`src/assert_macros.svh`:
```
// Assertion macros used by the wake-up trigger table RTL.
`ifndef ASSERT_MACROS_SVH
`define ASSERT_MACROS_SVH
`ifndef SYNTHESIS
// Clocked assertion that is switched off while reset is asserted.
`define WTT_ASSERT(lbl, clk, rst_n, prop) \
    lbl: assert property (@(posedge clk) disable iff (!rst_n) prop) \
        else $error("wake-up trigger table assertion failed");
// Clocked assertion that also holds during reset.
`define WTT_ASSERT_ALWAYS(lbl, clk, prop) \
    lbl: assert property (@(posedge clk) prop) \
        else $error("wake-up trigger table assertion failed");
`else
`define WTT_ASSERT(lbl, clk, rst_n, prop)
`define WTT_ASSERT_ALWAYS(lbl, clk, prop)
`endif
`endif

```
`src/wtt_pkg.sv`:
```
// Package with the types and codes of the wake-up trigger table.
package wtt_pkg;

    localparam int IDX_W = 5;

    localparam logic [2:0] REQ_FIND    = 3'd0;
    localparam logic [2:0] REQ_ADD     = 3'd1;
    localparam logic [2:0] REQ_REMOVE  = 3'd2;
    localparam logic [2:0] REQ_SET     = 3'd3;
    localparam logic [2:0] REQ_ACK     = 3'd4;
    localparam logic [2:0] REQ_QUERY   = 3'd5;
    localparam logic [2:0] REQ_ACK_ALL = 3'd6;
    localparam logic [2:0] REQ_CLEAR   = 3'd7;

    localparam logic [1:0] STS_OK        = 2'd0;
    localparam logic [1:0] STS_INVALID   = 2'd1;
    localparam logic [1:0] STS_FULL      = 2'd2;
    localparam logic [1:0] STS_NOT_FOUND = 2'd3;

    typedef struct packed {
        logic [1:0] cls;
        logic [4:0] num;
        logic [1:0] mst;
        logic [2:0] flg;
    } t_entry;

    // Request token that walks the cell chain and gathers search results.
    typedef struct packed {
        logic             valid;
        logic [2:0]       req;
        logic [1:0]       cls;
        logic [4:0]       num;
        logic [1:0]       mst;
        logic [2:0]       flg;
        logic [IDX_W-1:0] sel;
        logic             found;
        logic [IDX_W-1:0] idx;
        logic             free_found;
        logic [IDX_W-1:0] free_idx;
        logic             pend;
    } t_token;

    // Entry write that the controller broadcasts after an add search.
    typedef struct packed {
        logic             en;
        logic [IDX_W-1:0] idx;
        t_entry           entry;
    } t_wr;

endpackage

```
`src/wtt_req_if.sv`:
```
// Request channel interface of the wake-up trigger table.
interface wtt_req_if;
    logic       valid;
    logic       ready;
    logic [2:0] req_type;
    logic [1:0] trigger_class;
    logic [4:0] trigger_number;
    logic [1:0] wake_master;
    logic [2:0] resource_flags;
    logic [4:0] entry_select;

    modport source (
        output valid, req_type, trigger_class, trigger_number, wake_master,
               resource_flags, entry_select,
        input  ready
    );
    modport sink (
        input  valid, req_type, trigger_class, trigger_number, wake_master,
               resource_flags, entry_select,
        output ready
    );
endinterface

```
`src/wtt_rsp_if.sv`:
```
// Response channel interface of the wake-up trigger table.
interface wtt_rsp_if;
    logic       valid;
    logic       ready;
    logic [1:0] status;
    logic [4:0] entry_index;
    logic       is_pending;

    modport source (
        output valid, status, entry_index, is_pending,
        input  ready
    );
    modport sink (
        input  valid, status, entry_index, is_pending,
        output ready
    );
endinterface

```
`src/wtt_cell.sv`:
```
// One table slot with its pending bit, acting on the token passing through.
module wtt_cell #(
    parameter int CELL_INDEX = 0
) (
    input  logic           i_clk,
    input  logic           i_rst_n,
    input  wtt_pkg::t_token i_tok,
    input  wtt_pkg::t_wr    i_wr,
    output wtt_pkg::t_token o_tok
);

    localparam logic [wtt_pkg::IDX_W-1:0] MY_IDX = wtt_pkg::IDX_W'(CELL_INDEX);

    wtt_pkg::t_entry r_entry, n_entry;
    logic            r_pend, n_pend;
    wtt_pkg::t_token r_tok, n_tok;
    wtt_pkg::t_entry w_want;
    logic            w_sel_me;

    assign w_want   = '{cls: i_tok.cls, num: i_tok.num, mst: i_tok.mst, flg: i_tok.flg};
    assign w_sel_me = (i_tok.sel == MY_IDX);

    always_comb begin
        n_tok   = i_tok;
        n_entry = r_entry;
        n_pend  = r_pend;
        if (i_tok.valid) begin
            case (i_tok.req)
                wtt_pkg::REQ_FIND: begin
                    if (!i_tok.found && r_entry.mst != 2'd0 && r_entry.cls == i_tok.cls &&
                        r_entry.num == i_tok.num && r_entry.mst == i_tok.mst) begin
                        n_tok.found = 1'b1;
                        n_tok.idx   = MY_IDX;
                    end
                end
                wtt_pkg::REQ_ADD: begin
                    if (!i_tok.found && r_entry == w_want) begin
                        n_tok.found = 1'b1;
                        n_tok.idx   = MY_IDX;
                    end
                    if (!i_tok.free_found && r_entry.mst == 2'd0) begin
                        n_tok.free_found = 1'b1;
                        n_tok.free_idx   = MY_IDX;
                    end
                end
                wtt_pkg::REQ_REMOVE: begin
                    if (w_sel_me) begin
                        n_entry = '0;
                        n_pend  = 1'b0;
                    end
                end
                wtt_pkg::REQ_SET: begin
                    if (w_sel_me) n_pend = 1'b1;
                end
                wtt_pkg::REQ_ACK: begin
                    if (w_sel_me) n_pend = 1'b0;
                end
                wtt_pkg::REQ_QUERY: begin
                    if (w_sel_me) n_tok.pend = r_pend;
                end
                wtt_pkg::REQ_ACK_ALL: begin
                    n_pend = 1'b0;
                end
                default: begin
                    n_entry = '0;
                    n_pend  = 1'b0;
                end
            endcase
        end
        if (i_wr.en && i_wr.idx == MY_IDX) begin
            n_entry = i_wr.entry;
        end
    end

    always_ff @(posedge i_clk) begin
        if (!i_rst_n) begin
            r_entry     <= '0;
            r_pend      <= 1'b0;
            r_tok.valid <= 1'b0;
        end else begin
            r_entry <= n_entry;
            r_pend  <= n_pend;
            r_tok   <= n_tok;
        end
    end

    assign o_tok = r_tok;

endmodule

```
`src/wakeup_trigger_table_top.sv`:
```
// Top level of the wake-up trigger table: controller and chain of slot cells.
// Path: the request token register, each slot cell's register, the result register and the
// output register, which waits while an earlier response is not taken. A request is accepted
// only when idle, once the last result is stored; the token steps one slot cell per cycle.
// Reset: synchronous, active low; it frees every slot and clears all pending bits at once,
// so the first request can be taken in the cycle after reset is released.
`include "assert_macros.svh"

module wakeup_trigger_table_top #(
    parameter int ENTRIES = 16
) (
    input  logic         i_clk,
    input  logic         i_rst_n,
    wtt_req_if.sink      i_req,
    wtt_rsp_if.source    o_rsp
);

    // The controller takes one request at a time. The request becomes a token
    // that enters slot cell 0 and moves one cell down the chain each cycle. Every
    // cell acts on the token: it updates its own slot for index-addressed and
    // global requests, and it marks the token with its index when it holds the
    // first matching, identical or free slot.
    typedef enum logic [1:0] {
        ST_IDLE,
        ST_SCAN,
        ST_DONE
    } t_state;

    t_state          r_state;
    wtt_pkg::t_token r_tok;
    wtt_pkg::t_token w_new_tok;
    wtt_pkg::t_token w_tok [0:ENTRIES];
    logic [ENTRIES-1:0] w_tok_valid;
    wtt_pkg::t_token w_end;
    wtt_pkg::t_wr    r_wr;
    wtt_pkg::t_wr    n_wr;

    logic [1:0]                r_res_status, n_res_status;
    logic [wtt_pkg::IDX_W-1:0] r_res_idx,    n_res_idx;
    logic                      r_res_pend,   n_res_pend;

    logic                      r_out_valid;
    logic [1:0]                r_out_status;
    logic [wtt_pkg::IDX_W-1:0] r_out_idx;
    logic                      r_out_pend;

    assign w_new_tok = '{
        valid:      1'b1,
        req:        i_req.req_type,
        cls:        i_req.trigger_class,
        num:        i_req.trigger_number,
        mst:        i_req.wake_master,
        flg:        i_req.resource_flags,
        sel:        i_req.entry_select,
        found:      1'b0,
        idx:        '0,
        free_found: 1'b0,
        free_idx:   '0,
        pend:       1'b0
    };

    assign w_tok[0] = r_tok;

    for (genvar g = 0; g < ENTRIES; g++) begin : g_cell
        wtt_cell #(
            .CELL_INDEX (g)
        ) u_cell (
            .i_clk   (i_clk),
            .i_rst_n (i_rst_n),
            .i_tok   (w_tok[g]),
            .i_wr    (r_wr),
            .o_tok   (w_tok[g+1])
        );
        assign w_tok_valid[g] = w_tok[g+1].valid;
    end

    assign w_end = w_tok[ENTRIES];

    // Result of the request once its token has left the last cell. An add with a nonzero
    // wake master that found no identical slot writes the first free slot, if any, through r_wr.
    always_comb begin
        n_res_status = wtt_pkg::STS_OK;
        n_res_idx    = '0;
        n_res_pend   = 1'b0;
        n_wr.en      = 1'b0;
        n_wr.idx     = w_end.free_idx;
        n_wr.entry   = '{cls: w_end.cls, num: w_end.num, mst: w_end.mst, flg: w_end.flg};
        case (w_end.req)
            wtt_pkg::REQ_FIND: begin
                if (w_end.found) begin
                    n_res_idx = w_end.idx;
                end else begin
                    n_res_status = wtt_pkg::STS_NOT_FOUND;
                end
            end
            wtt_pkg::REQ_ADD: begin
                if (w_end.mst == 2'd0) begin
                    n_res_status = wtt_pkg::STS_INVALID;
                end else if (w_end.found) begin
                    n_res_idx = w_end.idx;
                end else if (w_end.free_found) begin
                    n_res_idx = w_end.free_idx;
                    n_wr.en   = 1'b1;
                end else begin
                    n_res_status = wtt_pkg::STS_FULL;
                end
            end
            wtt_pkg::REQ_QUERY: begin
                n_res_pend = w_end.pend;
            end
            default: begin
                n_res_status = wtt_pkg::STS_OK;
            end
        endcase
    end

    // State and registered outputs. The output register holds a finished
    // result until it is taken, while the next transaction already runs.
    always_ff @(posedge i_clk) begin
        if (!i_rst_n) begin
            r_state     <= ST_IDLE;
            r_tok.valid <= 1'b0;
            r_wr.en     <= 1'b0;
            r_out_valid <= 1'b0;
        end else begin
            r_tok.valid <= 1'b0;
            r_wr.en     <= 1'b0;
            if (r_out_valid && o_rsp.ready) begin
                r_out_valid <= 1'b0;
            end
            case (r_state)
                ST_IDLE: begin
                    if (i_req.valid) begin
                        r_tok   <= w_new_tok;
                        r_state <= ST_SCAN;
                    end
                end
                ST_SCAN: begin
                    if (w_end.valid) begin
                        r_res_status <= n_res_status;
                        r_res_idx    <= n_res_idx;
                        r_res_pend   <= n_res_pend;
                        r_wr         <= n_wr;
                        r_state      <= ST_DONE;
                    end
                end
                ST_DONE: begin
                    if (!r_out_valid || o_rsp.ready) begin
                        r_out_valid  <= 1'b1;
                        r_out_status <= r_res_status;
                        r_out_idx    <= r_res_idx;
                        r_out_pend   <= r_res_pend;
                        r_state      <= ST_IDLE;
                    end
                end
                default: begin
                    r_state <= ST_IDLE;
                end
            endcase
        end
    end

    // No request is taken while reset is asserted.
    assign i_req.ready       = (r_state == ST_IDLE) && i_rst_n;
    assign o_rsp.valid       = r_out_valid;
    assign o_rsp.status      = r_out_status;
    assign o_rsp.entry_index = r_out_idx;
    assign o_rsp.is_pending  = r_out_pend;

    // Only one token may be in the cell chain at any time.
    `WTT_ASSERT(a_one_token, i_clk, i_rst_n, $countones(w_tok_valid) <= 1)
    // A token leaves the chain only while the controller waits for it.
    `WTT_ASSERT(a_end_in_scan, i_clk, i_rst_n, w_end.valid |-> r_state == ST_SCAN)
    // A slot write follows the end of an add search and never overlaps a token.
    `WTT_ASSERT(a_wr_after_add, i_clk, i_rst_n,
        r_wr.en |-> (r_state == ST_DONE && w_tok_valid == '0 && !r_tok.valid))

endmodule
```
`src/flat_wrapper.sv`:
```
// flat-port wrapper written by rule: the top's interface ports become plain ports
module wakeup_trigger_table_top_flat 
#(
    parameter int ENTRIES = 16
)
  (i_clk, i_rst_n, i_req_valid, i_req_req_type, i_req_trigger_class, i_req_trigger_number, i_req_wake_master, i_req_resource_flags, i_req_entry_select, i_req_ready, o_rsp_valid, o_rsp_status, o_rsp_entry_index, o_rsp_is_pending, o_rsp_ready);
  wtt_req_if i_req_i ();
  wtt_rsp_if o_rsp_i ();
  input  logic i_clk;
  input  logic i_rst_n;
  input wire logic [$bits(i_req_i.valid)-1:0] i_req_valid;
  input wire logic [$bits(i_req_i.req_type)-1:0] i_req_req_type;
  input wire logic [$bits(i_req_i.trigger_class)-1:0] i_req_trigger_class;
  input wire logic [$bits(i_req_i.trigger_number)-1:0] i_req_trigger_number;
  input wire logic [$bits(i_req_i.wake_master)-1:0] i_req_wake_master;
  input wire logic [$bits(i_req_i.resource_flags)-1:0] i_req_resource_flags;
  input wire logic [$bits(i_req_i.entry_select)-1:0] i_req_entry_select;
  output wire logic [$bits(i_req_i.ready)-1:0] i_req_ready;
  output wire logic [$bits(o_rsp_i.valid)-1:0] o_rsp_valid;
  output wire logic [$bits(o_rsp_i.status)-1:0] o_rsp_status;
  output wire logic [$bits(o_rsp_i.entry_index)-1:0] o_rsp_entry_index;
  output wire logic [$bits(o_rsp_i.is_pending)-1:0] o_rsp_is_pending;
  input wire logic [$bits(o_rsp_i.ready)-1:0] o_rsp_ready;
  assign i_req_i.valid = i_req_valid;
  assign i_req_i.req_type = i_req_req_type;
  assign i_req_i.trigger_class = i_req_trigger_class;
  assign i_req_i.trigger_number = i_req_trigger_number;
  assign i_req_i.wake_master = i_req_wake_master;
  assign i_req_i.resource_flags = i_req_resource_flags;
  assign i_req_i.entry_select = i_req_entry_select;
  assign i_req_ready = i_req_i.ready;
  assign o_rsp_valid = o_rsp_i.valid;
  assign o_rsp_status = o_rsp_i.status;
  assign o_rsp_entry_index = o_rsp_i.entry_index;
  assign o_rsp_is_pending = o_rsp_i.is_pending;
  assign o_rsp_i.ready = o_rsp_ready;
  wakeup_trigger_table_top #(.ENTRIES(ENTRIES)) u_core (.i_clk(i_clk), .i_rst_n(i_rst_n), .i_req(i_req_i), .o_rsp(o_rsp_i));
endmodule
```
`config.mk`:
```
export PLATFORM = sky130hd
export DESIGN_NAME = wakeup_trigger_table_top_flat
export DESIGN_NICKNAME = d
export VERILOG_FILES = /design/src/wtt_pkg.sv /design/src/wtt_req_if.sv /design/src/wtt_rsp_if.sv /design/src/wtt_cell.sv /design/src/wakeup_trigger_table_top.sv /design/src/flat_wrapper.sv
export VERILOG_INCLUDE_DIRS = /design/src /design/src/src
export SDC_FILE = /design/constraint.sdc
export NUM_CORES = 1
export LEC_CHECK = 0
export ABC_AREA = 0
export BUFFER_PORTS_ARGS = -buffer_cell sky130_fd_sc_hd__buf_2
export CORE_ASPECT_RATIO = 1.75
export CORE_MARGIN = 5
export CORE_UTILIZATION = 48
export CTS_CLUSTER_SIZE = 25
export DETAILED_ROUTE_END_ITERATION = 12
export GPL_TIMING_DRIVEN = 1
export PLACE_DENSITY_LB_ADDON = 0.2
export SETUP_SLACK_MARGIN = 0.2
export SYNTH_ARGS = -nofsm -noshare
export SYNTH_HDL_FRONTEND = slang
export SYNTH_SLANG_ARGS = --single-unit
```
`constraint.sdc`:
```
create_clock -name i_clk -period 2.8 [get_ports i_clk]
set_input_delay 0.84 -clock i_clk [delete_from_list [all_inputs] [get_ports i_clk]]
set_output_delay 0.84 -clock i_clk [all_outputs]
set_load 0.01 [all_outputs]
```
==> key figures <==
Clock tree
  • Clock-pin slew on the worst setup and hold paths: 0.07 ns
  • CTS Buf Count: 66
  • Worst-skew pair later-pin latency: 0.60 ns
  • CTS tree: built
  • Clk sinks: 740
  • Postcts setup bufs: 0
  • H-tree depth: 3
  • Root Buffer: clkbuf_16
  • Clk buf depth: 3
  • Resized cells post-CTS: 0
  • CTS Hold Bufs: 0

STA
  • Hold Worst Slack: 0.416 ns
  • Fmax: 411 MHz
  • Period minus WS final: 2.43 ns
  • Final period util: 86.9%
  • Worst slew pin tran: 1.24 ns
  • Setup TNS: 0 ns
  • Rel. slew slack: 17.0%
  • Setup ws final: 0.368 ns
  • Clock skew: 0.0285 ns
  • Final hold vios: 0
  • # setup viols final: 0
  • RSZ-0062 raised after global routing: false
  • Fin. max-slew vios: 0

Critical path
  • Critical path arrival: 1.59 ns
  • Reg2reg start: u_core.r_wr[13]
  • Crit path launch type: primary input
  • Kind of critical path: primary input to primary output
  • Crit path to: i_req_ready
  • Reg-to-reg endpoint: u_core.g_cell[13].u_cell.r_entry[7]
  • Crit path max fanout: 21
  • FF-to-FF path depth: 5
  • Critical Path RT: 1.96 ns
  • FF-to-FF setup slack: 0.43 ns
  • Origin of the worst setup path: i_rst_n
  • Crit end category: primary output

Global route
  • Overall routing resource usage: 21.3%
  • First-pass GRT wire length: 97.7 mm
  • Met3 Use GR: 2.65%
  • Initial antenna violation count: 4
  • Largest net degree at the start of global routing: 63
  • Total gr overflow: 0
  • Grt peak-use layer: met2
  • M1 GR Usage: 20.8%
  • GRT met2 Usage: 41.5%
  • Via count of the first global-routing pass: 16200

Power
  • Sw frac: 21.0%
  • P_sw: 4570 uW
  • Cell Int Power: 17200 uW
  • Total Power: 21700 uW
  • Static Leak: 0.0106 uW
  • Combinational share of power: 3.0%
  • Sequential power share: 57.0%
  • Pwr dens: 703 nW/um^2
  • Clk pwr share: 40.0%
  • Peak supply drop: 0.578 mV

Synth
  • Top cells by area, synth: edfxtp_1, dfxtp_1, a22o_1
  • Syn Inst Count: 1842
  • Post-synth EDFFs: 511
  • Leading area contributor after synthesis: edfxtp_1
  • Syn nets: 1866
  • Post-synthesis cell area: 27400 um^2
  • Netlist cell types: 62
  • Fraction of registers with async set/reset: 0%
  • Count leader, synth: edfxtp_1
  • Synth Register Bits: 740
  • Synth warn: 0
  • Yosys top cell area share: 56.0%
  • Seq/Total Area, Yosys: 72.8%
  • Mean Syn Cell Area: 14.9 um^2
  • List of most frequent post-synthesis cells: edfxtp_1, dfxtp_1, a22o_1
  • Post-synth top flop: edfxtp_1

Floorplanning
  • Height of the die: 326 um
  • Core area: 56400 um^2
  • Die area: 62100 um^2
  • Initial Utilization: 48.5%
  • I/O pin total: 34
  • Site Rows: 115
  • Die X: 191 um

Status
  • Result of the run: completed

Detailed routing
  • DRC: 0
  • Wire length per cell: 24.2 um
  • WL final: 67.0 mm
  • Iteration-0 DRC Markers: 948
  • Routed Antenna Nets: 0
  • Via-to-Cell Ratio: 5.60
  • First-pass iteration count of the detailed router: 5
  • Via count: 15500

Worst hold path
  • Min-delay worst type: register to register

Placed design
  • Final RePlAce weighted congestion: 0.896
  • Port-buffer cells: 32
  • Post-DP HPWL: 48.8 mm
  • Pre-CTS WS: 0.264 ns
  • Dpl cells: 2650

Cells and area
  • # diodes: 0
  • Share of cells above drive strength 1: 10.3%
  • Non-filler instance count after layout: 2769
  • Layout net count: 1982
  • Area delta synth->final: 13.0%

Job
  • Max-cap check violation count: 0
area by class of cell:
cell class,instances,area (um^2)
clock inverter,24,183
tap,760,951
fill,4639,25500
inverter,17,63.8
sequential,740,19900
timing repair buffer,103,791
multi-input combinational,1030,7170
clock buffer,95,1850
sequential cells by signal (all words and copies together) (netlist names):
signal / flops
u_core.o_rsp.valid: 1
u_core.o_rsp.status: 2
u_core.g_cell.u_cell.o_tok: 477
u_core.r_wr: 17
u_core.g_cell.u_cell.r_pend: 16
u_core.g_cell.u_cell.r_entry: 192
u_core.o_rsp.is_pending: 1
u_core.o_rsp.entry_index: 4
u_core.r_state: 2
u_core.r_res_status: 2
u_core.r_res_pend: 1
u_core.r_tok: 21
u_core.r_res_idx: 4
per-layer routing:
layer	vias to the layer above	routed length, um
li1	7118	-
met1	7826	22200
met2	400	38000
met3	175	2180
met4	0	4620
met5	-	0
cell families after synthesis:
group / count (synthesis) / synth area share [%]
XOR/XNOR: 192 / 6.14
other: 1 / 0.0137
AO/OA/AOI/OAI: 286 / 8.17
flip-flops: 740 / 72.8
buffers and inverters: 72 / 1.05
multiplexers: 19 / 0.777
AND/OR/NAND/NOR: 517 / 10.5
adder cells (fa/ha/maj): 15 / 0.548
power groups by stage:
stage	Sequential, uW	Clock (uW)	Combinational [uW]
floorplan	12500	0	315
global placement	12600	0	635
detailed placement	12600	0	650
CTS	12400	8880	653
global route	12400	9320	694
finish	12400	8700	645
worst max-delay path, stage by stage:
cell and delay, ns:
buf_8 0.21, nand2b_1 0.15, nor2_1 0.18, buf_2 0.17
metrics by stage:
step	util [%]	area [um^2]
floorplan	-	27400
global placement	51.2	28900
detailed placement	51.2	28900
CTS	54.8	30900
global route	54.8	30900
finish	54.8	30900
cells in the final DEF, fill, tap and decap left out, types with 8 or more instances in the layout:
cell type,count
a2111oi_0,8
a21oi_1,22
a22o_1,156
and2_1,35
buf_2,31
buf_4,64
clkbuf_1,21
clkbuf_16,67
clkinv_1,8
dfxtp_1,229
edfxtp_1,511
inv_1,16
maj3_1,15
mux2_1,15
nand2_1,68
nand2b_1,32
nand3_1,19
nand4_1,40
nor2_1,98
nor2b_1,43
nor3_1,24
nor3b_1,15
nor4_1,16
nor4b_1,9
o21ai_0,16
o21ai_1,17
o22ai_1,12
o2bb2ai_1,12
or2_1,75
or4_1,9
xnor2_1,133
xor2_1,59
how the worst min path moves through the flow:
stage / endpoint / slack [ns] / from / cells past startpoint
2_1_floorplan: u_core.o_rsp.entry_index[0] / 0.40 / u_core.r_res_idx[0] / 0
3_3_place_gp: u_core.r_wr[2] / 0.40 / u_core.g_cell[15].u_cell.o_tok[20] / 0
3_5_place_dp: u_core.r_wr[2] / 0.41 / u_core.g_cell[15].u_cell.o_tok[20] / 0
4_1_cts: u_core.r_tok[17] / 0.39 / i_req_entry_select[4] / 1
5_1_grt: u_core.r_tok[17] / 0.40 / i_req_entry_select[4] / 1
6_report: u_core.o_rsp.status[1] / 0.42 / u_core.r_res_status[1] / 0
Power figures use the tool's default switching activity.
